### src/sv/sha256_pkg.sv
// Shared types and constants for the SHA-256 byte stream hasher.
`timescale 1ns / 1ps

package sha256_pkg;

    // Block geometry and padding constants
    localparam int          BLOCK_BYTES = 64;
    localparam int          ROUNDS      = 64;
    localparam int          DIGEST_WORDS = 8;
    localparam logic [7:0]  PAD_BYTE    = 8'h80;
    localparam logic [5:0]  LEN_OFFSET  = 6'd56;
    localparam logic [63:0] BLOCK_BITS  = 64'd512;

    // Request codes
    localparam logic REQ_ABSORB = 1'b0;
    localparam logic REQ_FINISH = 1'b1;

    // Round constants
    localparam logic [31:0] ROUND_K [ROUNDS] = '{
        32'h428a2f98, 32'h71374491, 32'hb5c0fbcf, 32'he9b5dba5,
        32'h3956c25b, 32'h59f111f1, 32'h923f82a4, 32'hab1c5ed5,
        32'hd807aa98, 32'h12835b01, 32'h243185be, 32'h550c7dc3,
        32'h72be5d74, 32'h80deb1fe, 32'h9bdc06a7, 32'hc19bf174,
        32'he49b69c1, 32'hefbe4786, 32'h0fc19dc6, 32'h240ca1cc,
        32'h2de92c6f, 32'h4a7484aa, 32'h5cb0a9dc, 32'h76f988da,
        32'h983e5152, 32'ha831c66d, 32'hb00327c8, 32'hbf597fc7,
        32'hc6e00bf3, 32'hd5a79147, 32'h06ca6351, 32'h14292967,
        32'h27b70a85, 32'h2e1b2138, 32'h4d2c6dfc, 32'h53380d13,
        32'h650a7354, 32'h766a0abb, 32'h81c2c92e, 32'h92722c85,
        32'ha2bfe8a1, 32'ha81a664b, 32'hc24b8b70, 32'hc76c51a3,
        32'hd192e819, 32'hd6990624, 32'hf40e3585, 32'h106aa070,
        32'h19a4c116, 32'h1e376c08, 32'h2748774c, 32'h34b0bcb5,
        32'h391c0cb3, 32'h4ed8aa4a, 32'h5b9cca4f, 32'h682e6ff3,
        32'h748f82ee, 32'h78a5636f, 32'h84c87814, 32'h8cc70208,
        32'h90befffa, 32'ha4506ceb, 32'hbef9a3f7, 32'hc67178f2
    };

    // Initial hash values
    localparam logic [31:0] INIT_H [DIGEST_WORDS] = '{
        32'h6a09e667, 32'hbb67ae85, 32'h3c6ef372, 32'ha54ff53a,
        32'h510e527f, 32'h9b05688c, 32'h1f83d9ab, 32'h5be0cd19
    };

    // Input word: one request
    typedef struct packed {
        logic       req_type;
        logic [7:0] data_byte;
    } in_item_t;

    // Output word: one digest word
    typedef struct packed {
        logic [31:0] digest_word;
        logic [2:0]  word_index;
        logic        last_word;
    } out_item_t;

    // Datapath controls from the sequencer
    typedef struct packed {
        logic       byte_shift;
        logic [7:0] byte_val;
        logic       vars_load;
        logic       round_en;
        logic [5:0] round_idx;
        logic       chain_add;
        logic       chain_init;
        logic [2:0] word_sel;
    } ctrl_t;

endpackage

### src/sv/sha256_sched.sv
// Block buffer and message schedule window: bytes shift in, schedule words shift out.
`timescale 1ns / 1ps

module sha256_sched (
    input  logic                aclk,
    input  sha256_pkg::ctrl_t   ctrl,
    output logic [31:0]         w_cur
);

    logic [511:0] win_reg;
    logic [511:0] win_next;
    logic [31:0]  w1;
    logic [31:0]  w9;
    logic [31:0]  w14;
    logic [31:0]  s0;
    logic [31:0]  s1;
    logic [31:0]  w_new;

    // Tap the window: word 0 is the oldest
    assign w_cur = win_reg[511:480];
    assign w1    = win_reg[479:448];
    assign w9    = win_reg[223:192];
    assign w14   = win_reg[63:32];

    // Small sigmas and next schedule word
    assign s0    = {w1[6:0], w1[31:7]} ^ {w1[17:0], w1[31:18]} ^ {3'b000, w1[31:3]};
    assign s1    = {w14[16:0], w14[31:17]} ^ {w14[18:0], w14[31:19]} ^ {10'b0, w14[31:10]};
    assign w_new = s1 + w9 + s0 + w_cur;

    // Shift a byte in on absorb, a word through on each round
    always_comb begin
        win_next = win_reg;
        if (ctrl.byte_shift) begin
            win_next = {win_reg[503:0], ctrl.byte_val};
        end else if (ctrl.round_en) begin
            win_next = {win_reg[479:0], w_new};
        end
    end

    always_ff @(posedge aclk) begin
        win_reg <= win_next;
    end

endmodule

### src/sv/sha256_round.sv
// Shared round unit with working variables and chaining words.
`timescale 1ns / 1ps

module sha256_round (
    input  logic                aclk,
    input  logic                aresetn,
    input  sha256_pkg::ctrl_t   ctrl,
    input  logic [31:0]         w_cur,
    output logic [31:0]         chain_word
);

    logic [31:0] vars_reg  [8];
    logic [31:0] chain_reg [8];
    logic [31:0] big_s0;
    logic [31:0] big_s1;
    logic [31:0] ch;
    logic [31:0] maj;
    logic [31:0] t1;
    logic [31:0] t2;

    // One round of compression on the working variables
    always_comb begin
        big_s1 = {vars_reg[4][5:0], vars_reg[4][31:6]} ^
                 {vars_reg[4][10:0], vars_reg[4][31:11]} ^
                 {vars_reg[4][24:0], vars_reg[4][31:25]};
        big_s0 = {vars_reg[0][1:0], vars_reg[0][31:2]} ^
                 {vars_reg[0][12:0], vars_reg[0][31:13]} ^
                 {vars_reg[0][21:0], vars_reg[0][31:22]};
        ch     = (vars_reg[4] & vars_reg[5]) ^ (~vars_reg[4] & vars_reg[6]);
        maj    = (vars_reg[0] & vars_reg[1]) ^ (vars_reg[0] & vars_reg[2]) ^
                 (vars_reg[1] & vars_reg[2]);
        t1     = vars_reg[7] + big_s1 + ch + sha256_pkg::ROUND_K[ctrl.round_idx] + w_cur;
        t2     = big_s0 + maj;
    end

    // Load, advance the working variables
    always_ff @(posedge aclk) begin
        if (ctrl.vars_load) begin
            for (int i = 0; i < 8; i++) begin
                vars_reg[i] <= chain_reg[i];
            end
        end else if (ctrl.round_en) begin
            vars_reg[7] <= vars_reg[6];
            vars_reg[6] <= vars_reg[5];
            vars_reg[5] <= vars_reg[4];
            vars_reg[4] <= vars_reg[3] + t1;
            vars_reg[3] <= vars_reg[2];
            vars_reg[2] <= vars_reg[1];
            vars_reg[1] <= vars_reg[0];
            vars_reg[0] <= t1 + t2;
        end
    end

    // Fold the block into the chaining words; restart on a new message
    always_ff @(posedge aclk) begin
        if (!aresetn || ctrl.chain_init) begin
            for (int i = 0; i < 8; i++) begin
                chain_reg[i] <= sha256_pkg::INIT_H[i];
            end
        end else if (ctrl.chain_add) begin
            for (int i = 0; i < 8; i++) begin
                chain_reg[i] <= chain_reg[i] + vars_reg[i];
            end
        end
    end

    assign chain_word = chain_reg[ctrl.word_sel];

endmodule

### src/sv/sha256_byte_stream_hasher.sv
// Top level of the SHA-256 byte stream hasher: sequencer, counters and ports.
`timescale 1ns / 1ps

// Channel  Ports                        Word
// input    s_valid s_ready s_data       req_type, data_byte
// output   m_valid m_ready m_data       digest_word, word_index, last_word
//
// Absorb words are taken back to back; every 64th byte starts a compression (load, 64 rounds
// through the shared round unit, chaining update) with s_ready low.
// A finish with n bytes pending feeds 64-n pad bytes one a cycle, then compresses
// (with a second 64-byte feed and compression when n >= 56), then emits eight words.
// Reset is synchronous on aresetn and restores the initial hash values.
// Output words wait on m_ready indefinitely; no input is taken until the eighth
// digest word is accepted.

module sha256_byte_stream_hasher (
    input  logic                    aclk,
    input  logic                    aresetn,
    input  logic                    s_valid,
    output logic                    s_ready,
    input  sha256_pkg::in_item_t    s_data,
    output logic                    m_valid,
    input  logic                    m_ready,
    output sha256_pkg::out_item_t   m_data
);

    localparam logic [2:0] ST_IDLE   = 3'd0;
    localparam logic [2:0] ST_FEED   = 3'd1;
    localparam logic [2:0] ST_LOAD   = 3'd2;
    localparam logic [2:0] ST_ROUND  = 3'd3;
    localparam logic [2:0] ST_UPDATE = 3'd4;
    localparam logic [2:0] ST_OUT    = 3'd5;

    logic [2:0]  state_reg,  state_next;
    logic [5:0]  fill_reg,   fill_next;
    logic [63:0] bitlen_reg, bitlen_next;
    logic [63:0] len_reg,    len_next;
    logic        mark_reg,   mark_next;
    logic        len_ok_reg, len_ok_next;
    logic        fin_reg,    fin_next;
    logic        final_reg,  final_next;
    logic [5:0]  rnd_reg,    rnd_next;
    logic [2:0]  idx_reg,    idx_next;

    sha256_pkg::ctrl_t ctrl;
    logic [31:0]       w_cur;
    logic [31:0]       chain_word;
    logic              in_fire;
    logic              out_fire;
    logic              len_phase;

    assign s_ready   = (state_reg == ST_IDLE);
    assign m_valid   = (state_reg == ST_OUT);
    assign in_fire   = s_valid && s_ready;
    assign out_fire  = m_valid && m_ready;
    assign len_phase = len_ok_reg && (fill_reg >= sha256_pkg::LEN_OFFSET);

    // Sequence absorb, padding, compression and digest output
    always_comb begin
        state_next  = state_reg;
        fill_next   = fill_reg;
        bitlen_next = bitlen_reg;
        len_next    = len_reg;
        mark_next   = mark_reg;
        len_ok_next = len_ok_reg;
        fin_next    = fin_reg;
        final_next  = final_reg;
        rnd_next    = rnd_reg;
        idx_next    = idx_reg;

        ctrl            = '0;
        ctrl.round_idx  = rnd_reg;
        ctrl.word_sel   = idx_reg;

        case (state_reg)
            ST_IDLE: begin
                if (in_fire) begin
                    if (s_data.req_type == sha256_pkg::REQ_ABSORB) begin
                        ctrl.byte_shift = 1'b1;
                        ctrl.byte_val   = s_data.data_byte;
                        fill_next       = fill_reg + 6'd1;
                        fin_next        = 1'b0;
                        if (fill_reg == 6'd63) begin
                            state_next = ST_LOAD;
                        end
                    end else begin
                        len_next    = bitlen_reg + {55'b0, fill_reg, 3'b000};
                        mark_next   = 1'b0;
                        len_ok_next = (fill_reg < sha256_pkg::LEN_OFFSET);
                        fin_next    = 1'b1;
                        state_next  = ST_FEED;
                    end
                end
            end
            ST_FEED: begin
                ctrl.byte_shift = 1'b1;
                if (!mark_reg) begin
                    ctrl.byte_val = sha256_pkg::PAD_BYTE;
                end else if (len_phase) begin
                    ctrl.byte_val = len_reg[63:56];
                end else begin
                    ctrl.byte_val = 8'h00;
                end
                if (mark_reg && len_phase) begin
                    len_next = {len_reg[55:0], 8'h00};
                end
                mark_next = 1'b1;
                fill_next = fill_reg + 6'd1;
                if (fill_reg == 6'd63) begin
                    final_next = len_ok_reg;
                    state_next = ST_LOAD;
                end
            end
            ST_LOAD: begin
                ctrl.vars_load = 1'b1;
                rnd_next       = 6'd0;
                state_next     = ST_ROUND;
            end
            ST_ROUND: begin
                ctrl.round_en = 1'b1;
                rnd_next      = rnd_reg + 6'd1;
                if (rnd_reg == 6'd63) begin
                    state_next = ST_UPDATE;
                end
            end
            ST_UPDATE: begin
                ctrl.chain_add = 1'b1;
                if (!fin_reg) begin
                    bitlen_next = bitlen_reg + sha256_pkg::BLOCK_BITS;
                    state_next  = ST_IDLE;
                end else if (final_reg) begin
                    idx_next   = 3'd0;
                    state_next = ST_OUT;
                end else begin
                    len_ok_next = 1'b1;
                    state_next  = ST_FEED;
                end
            end
            ST_OUT: begin
                if (out_fire) begin
                    idx_next = idx_reg + 3'd1;
                    if (idx_reg == 3'd7) begin
                        ctrl.chain_init = 1'b1;
                        fill_next       = 6'd0;
                        bitlen_next     = 64'd0;
                        fin_next        = 1'b0;
                        state_next      = ST_IDLE;
                    end
                end
            end
            default: begin
                state_next = ST_IDLE;
            end
        endcase
    end

    // Hold control state; clear on reset
    always_ff @(posedge aclk) begin
        if (!aresetn) begin
            state_reg  <= ST_IDLE;
            fill_reg   <= 6'd0;
            bitlen_reg <= 64'd0;
            mark_reg   <= 1'b0;
            len_ok_reg <= 1'b0;
            fin_reg    <= 1'b0;
            final_reg  <= 1'b0;
            rnd_reg    <= 6'd0;
            idx_reg    <= 3'd0;
        end else begin
            state_reg  <= state_next;
            fill_reg   <= fill_next;
            bitlen_reg <= bitlen_next;
            mark_reg   <= mark_next;
            len_ok_reg <= len_ok_next;
            fin_reg    <= fin_next;
            final_reg  <= final_next;
            rnd_reg    <= rnd_next;
            idx_reg    <= idx_next;
        end
    end

    // Hold the length bytes being fed
    always_ff @(posedge aclk) begin
        len_reg <= len_next;
    end

    sha256_sched u_sched (
        .aclk   (aclk),
        .ctrl   (ctrl),
        .w_cur  (w_cur)
    );

    sha256_round u_round (
        .aclk       (aclk),
        .aresetn    (aresetn),
        .ctrl       (ctrl),
        .w_cur      (w_cur),
        .chain_word (chain_word)
    );

    // Drive the output word
    assign m_data.digest_word = chain_word;
    assign m_data.word_index  = idx_reg;
    assign m_data.last_word   = (idx_reg == 3'd7);

    // Never take input while a digest word is pending
    a_no_overlap: assert property (@(posedge aclk) disable iff (!aresetn)
        !(s_ready && m_valid))
        else $error("input accepted while digest pending");

    // A block starts compression only with a full buffer
    a_load_full: assert property (@(posedge aclk) disable iff (!aresetn)
        (state_reg == ST_LOAD) |-> (fill_reg == 6'd0))
        else $error("compression started on partial block");

    // The last round hands over to the chaining update
    a_round_end: assert property (@(posedge aclk) disable iff (!aresetn)
        (state_reg == ST_ROUND && rnd_reg == 6'd63) |=> (state_reg == ST_UPDATE))
        else $error("round count overran");

    // The final digest word restarts the message
    a_restart: assert property (@(posedge aclk) disable iff (!aresetn)
        (out_fire && m_data.last_word) |=>
            (state_reg == ST_IDLE && bitlen_reg == 64'd0 && fill_reg == 6'd0))
        else $error("message state not cleared after digest");

endmodule

### config.mk
export PLATFORM = sky130hd
export DESIGN_NAME = sha256_byte_stream_hasher
export DESIGN_NICKNAME = d
export VERILOG_FILES = /design/src/sv/sha256_pkg.sv /design/src/sv/sha256_sched.sv /design/src/sv/sha256_round.sv /design/src/sv/sha256_byte_stream_hasher.sv
export SDC_FILE = /design/constraint.sdc
export NUM_CORES = 2
export LEC_CHECK = 0
export BUFFER_PORTS_ARGS = -buffer_cell sky130_fd_sc_hd__buf_2
export CORE_UTILIZATION = 55
export CTS_BUF_LIST = sky130_fd_sc_hd__clkbuf_8
export DETAILED_ROUTE_END_ITERATION = 12
export GPL_ROUTABILITY_DRIVEN = 0
export PLACE_DENSITY = 0.68
export SYNTH_ARGS = -nofsm -noshare
export SYNTH_HDL_FRONTEND = slang
export SYNTH_SLANG_ARGS = --single-unit
### constraint.sdc
create_clock -name aclk -period 10.5 [get_ports aclk]
set_input_delay 2.625 -clock aclk [delete_from_list [all_inputs] [get_ports aclk]]
set_output_delay 2.625 -clock aclk [all_outputs]
set_load 0.01 [all_outputs]
After elaboration in Yosys (flattened, before gate mapping)
Memory sizes are Yosys's and may differ from the RTL's. A register that Yosys moved wholly into a read port is not among the register bits.
Cells that the tools add are included.
{"block": "totals", "mem_bits_ro": 2048, "word_cells": 199, "memories": 3, "register_bits": 662, "ramBits": 512}
{"name": "(name not given)", "words": 64, "width": 32, "read_ports": 1, "rd_ports_with_merged_regs": 0, "wr": 0, "line_no": "sha256_round.sv:32", "source": "t1 = vars_reg[7] + big_s1 + ch + sha256_pkg::ROUND_K[ctrl.round_idx] + w_cur;"}
{"name": "u_round.chain_reg", "words": 8, "width": 32, "read_ports": 9, "rd_ports_with_merged_regs": 1, "wr": 8, "line_no": "sha256_round.sv:13", "source": "logic [31:0] chain_reg [8];"}
{"name": "u_round.vars_reg", "words": 8, "width": 32, "read_ports": 8, "rd_ports_with_merged_regs": 0, "wr": 8, "line_no": "sha256_round.sv:12", "source": "logic [31:0] vars_reg [8];"}
{"block": "classes", "bitwise_logic": 34, "n_mux": 83, "addsub": 23, "reduce_logical": 23, "eq_ne": 19, "n_lt_le_gt_ge": 3}
{"operator": "$mux 512", "n": 2}
{"operator": "$add 32x32->32", "n": 18}
{"operator": "$mux 32", "n": 18}
{"operator": "$mux 64", "n": 6}
{"operator": "$xor 32x32->32", "n": 9}
{"operator": "$pmux 64 s2", "n": 2}
{"operator": "$and 32x32->32", "n": 5}
{"operator": "$add 64x10->64 const B", "n": 1}
{"operator": "$add 64x9->64", "n": 1}
{"operator": "$mux 3", "n": 13}
{"operator": "$not 32->32", "n": 1}
{"operator": "$xor 32x22->32", "n": 1}
{"operator": "$xor 32x29->32", "n": 1}
{"operator": "$mux 1", "n": 26}
{"operator": "$mux 6", "n": 4}
{"operator": "$reduce_and 4->1", "n": 5}
{"operator": "$mux 9", "n": 2}
{"operator": "$pmux 3 s6", "n": 1}
{"operator": "$pmux 6 s3", "n": 1}
{"operator": "$pmux 9 s2", "n": 1}
{"operator": "$mux 8", "n": 2}
{"operator": "$or 1x1->1", "n": 16}
{"operator": "$ne 2x2->1 const B", "n": 7}
{"operator": "$add 6x1->6 const B", "n": 2}
{"operator": "22 further kinds", "n": 40}

Longest topological paths before layout
{"block": "depth", "ltp_word": 8, "depth_mapped": 41, "mapped_depth_nobuf": 39}

By module
From an unflattened synthesis, not the netlist that was laid out.
{"block": "hier_totals", "hier_cells": 7333, "hier_area_um2": 77648.2}
{"module": "sha256_round", "area_per_inst_um2": 45123.3, "cells_per_inst": 4875, "instances": 1, "seq_area_each_um2": 15374.7}
{"module": "sha256_sched", "area_per_inst_um2": 25996.2, "cells_per_inst": 1721, "instances": 1, "seq_area_each_um2": 15374.7}
{"module": "sha256_byte_stream_hasher", "area_per_inst_um2": 6528.8, "cells_per_inst": 737, "instances": 1, "seq_area_each_um2": 3373.2}

Worst setup path after synthesis
No wires, ideal clock.
{"block": "synth_path", "path_type": "in2reg", "start": "input aresetn", "end": "memory u_round.chain_reg[0][0], enable pin", "arrival_time_ns": 7.951, "n_path_buf": 2, "path_stages": 5, "setup_time_ns": 1.947, "setup_slack_ns": 0.601, "path_cell_list": "clkbuf_1 clkinv_1 a31oi_1 clkbuf_1 nand2_1"}
{"element": "start: declaration", "line_no": "sha256_byte_stream_hasher.sv:18", "source": "input logic aresetn,"}
{"element": "end: declaration", "line_no": "sha256_round.sv:13"}

==> run summary <==
ANT nets after route = 0
slew of the pin with the lowest slew margin = 1.18 ns
Synth Flop Type = edfxtp_1
IO Port Bufs = 50
Syn Inst Count = 7,882
layout cells sized above 1 = 7.58%
count of state elements after synthesis = 1,165
RSZ-0062 raised after global routing = false
final hold viol count = 0
Resized cells post-CTS = 0
WL/cell = 22.1 µm
Via density = 6.01
CTS hold repair buffers = 0
Leak = 0.0332 µW
Slew Viols, Final = 0
sequential power share = 31.0%
VDD IR-drop max = 337 µV
final-stage net count = 8,382
Setup Buffers After CTS = 0
reg-to-reg startpoint = rnd_reg[0]
Worst setup EP type = flop
initial core utilization = 55.4%
Clock Skews = 0.0879 ns
WP data required = 11.14 ns
max_cap viols = 0
Startpoint Class = flop
critical setup path kind = reg -> reg
Critical Path End = u_round.vars_reg[0][157]
worst r2r dst = u_round.vars_reg[0][157]
number of global-route vias before repair = 56,495
Combinational Power Share = 50.2%
Setup TNS = 0 ns
fin crit period = 9.95 ns
DRT Pass-1 Iters = 11
GRT Total Usage = 30.5%
pin count of the biggest net entering global routing = 196
dpl hpwl = 154,000 µm
FILL cells = 11,596
switching share of power = 41.7%
# IOs = 51
end-of-flow core utilization = 59.3%
final setup fails = 0
WP data arrival = 10.58 ns
TritonCTS buffer count = 201
CP Launch Point = rnd_reg[0]
critical path's slowest cell = nor2_1
remaining global-route overflow = 0
status = finished clean
CTS Buffer Depth = 3
die extent in x = 374 µm
Root Buffer = clkbuf_8
crit path max fanout = 15
Total Wirelength = 215,000 µm
DIE HEIGHT = 374 µm
area delta synth->final = 7.08%
CORE AREA = 137,000 µm²
post-synthesis sequential area ratio = 44.9%
number of flops mapped to enable cells by yosys = 1,085
Cell Area, Synth = 76,100 µm²
die area = 140,000 µm²
r2r worst-path depth = 33
Worst R2R Setup Slack = 0.55 ns
design area = 81,500 µm²
crit-path most repeated cell = a21oi_1
Reg clk slew, reported paths = 0.07 ns
syn_area_per_cell = 9.65 µm²
Clk Latency, worst-skew pair = 0.99 ns
Detailed Route Iter0 Violations = 6,682
Pwr Density = 263 nW/µm²
Distinct cells, synth = 99
Clock power frac = 18.8%
Placement Cell Area = 77,600 µm²
Relative slew margins = 21.7%
initial antenna violation count = 9
synthesized net count = 8,488
number of flip-flops in the largest register = 512
first-pass GRT wire length = 330,000 µm
internal power = 12,500 µW
fmax = 101 MHz
DRC = 0
Synth warnings = 0
DR vias = 58,527
sw power = 8920 µW
critical path's largest stage delay = 0.68 ns
worst hold path type = reg -> reg
number of H-tree levels = 4
asr flop ratio synth = 0%
period utilization = 94.7%
CTS tree = built
Clock Sinks = 1,165
Rows = 136
-- synthesized netlist by cell type (16+ instances only) --
cell type  number  share of area, %
o211ai_1       20              0.20
nor2_1        392               1.9
o31ai_1        30              0.30
or3_1          28              0.23
and2_1         19              0.16
nor3_1         79              0.52
o21bai_1       47              0.46
a31oi_1        55              0.45
and3_1         44              0.36
inv_1         253               1.2
mux2_2        104               1.5
a21boi_0       16              0.16
a21o_1        169               1.7
a21oi_1       335               2.2
buf_1          28              0.14
a211oi_1       34              0.34
o21a_1         61              0.60
mux2i_1        20              0.26
xor2_1        222               2.6
clkbuf_1      387               1.9
fa_1          195               5.1
nand4_1        33              0.27
edfxtp_1     1085                43
maj3_1         30              0.39
dfxtp_1        80               2.1
ha_1          398               6.5
nand2b_1       71              0.58
nor2b_1        67              0.55
xnor2_1       391               4.5
o21ai_1        20              0.13
nand3_1        74              0.49
o21ai_0       322               2.1
nand2_1      2461                12
mux4_2         72               2.1
-- placed cells by master (no fill, tap or decap), types with 70 or more instances in the layout --
cell type	count
nand2_1	2458
edfxtp_1	1085
ha_1	398
nor2_1	392
xnor2_1	391
a21oi_1	335
inv_1	331
o21ai_0	322
xor2_1	222
clkbuf_8	215
fa_1	195
a21o_1	169
mux2_2	104
nor3_1	78
dfxtp_1	74
nand3_1	73
mux4_2	72
nand2b_1	70
-- critical path: cells and delay by family (launching register included) --
family | cells | cell delay (ns)
AO/OA/AOI/OAI | 18 | 3.79
XOR/XNOR | 2 | 0.39
adder cells (fa/ha/maj) | 6 | 2.81
buffers and inverters | 3 | 0.46
flip-flops | 1 | 0.34
AND/OR/NAND/NOR | 4 | 1.81
-- through the flow --
step	hold WS (ns)	setup slack (ns)	total power, µW	std cells
global route	0.530	0.117	22900	9735
floorplan	0.462	0.601	14700	7882
CTS	0.505	0.753	21300	9734
finish	0.499	0.554	21400	9736
detailed placement	0.496	0.855	17200	9367
global placement	0.481	0.922	17000	9367
-- kinds of logic (layout without fill, tap and decap cells) --
kind of cell | after synthesis | after routing | synth area share [%]
DFF | 1165 | 1165 | 44.9
xor gates and xnor gates | 615 | 615 | 7.11
adders and majority gates | 623 | 623 | 12.1
and+or+nand+nor | 3324 | 3324 | 17.8
other | 0 | 2 | 0
muxes | 196 | 196 | 3.93
AOI/OAI and AO/OA | 1281 | 1281 | 10.8
buffers and inverters | 678 | 736 | 3.36
-- per-layer routing --
metal	GRT usage (%)	wire length, µm
met3	5.82	18600
met4	14.4	11000
met1	41.3	88700
met5	0.206	66
met2	47.3	96700
-- worst min path at each step --
stage | from | to | slack [ns] | cells past startpoint
2_1_floorplan | fill_reg[5] | fill_reg[5] | 0.46 | 2
3_3_place_gp | bitlen_reg[50] | bitlen_reg[50] | 0.48 | 2
3_5_place_dp | fill_reg[5] | fill_reg[5] | 0.50 | 2
4_1_cts | bitlen_reg[42] | bitlen_reg[42] | 0.50 | 2
5_1_grt | fill_reg[5] | fill_reg[5] | 0.53 | 2
6_report | fill_reg[5] | fill_reg[5] | 0.50 | 2
-- final cells by class --
cell class | count | area [µm²] | share of cell area (%)
Clock buffer | 215 | 2960 | 3.63
Inverter | 258 | 976 | 1.20
Multi-Input combinational cell | 6039 | 39400 | 48.4
Sequential cell | 1165 | 34200 | 42.0
Antenna cell | 2 | 5.00 | 0.00614
Tap cell | 1794 | 2240 | 2.76
Clock inverter | 152 | 853 | 1.05
Timing Repair Buffer | 111 | 808 | 0.992
-- power groups by stage --
stage | clock network [µW] | logic [µW] | registers, µW
floorplan | 0 | 8200 | 6460
global placement | 0 | 10300 | 6690
detailed placement | 0 | 10500 | 6690
CTS | 4110 | 10600 | 6610
global route | 4310 | 11900 | 6670
finish | 4030 | 10700 | 6620
(Power assumes the default switching activity.)
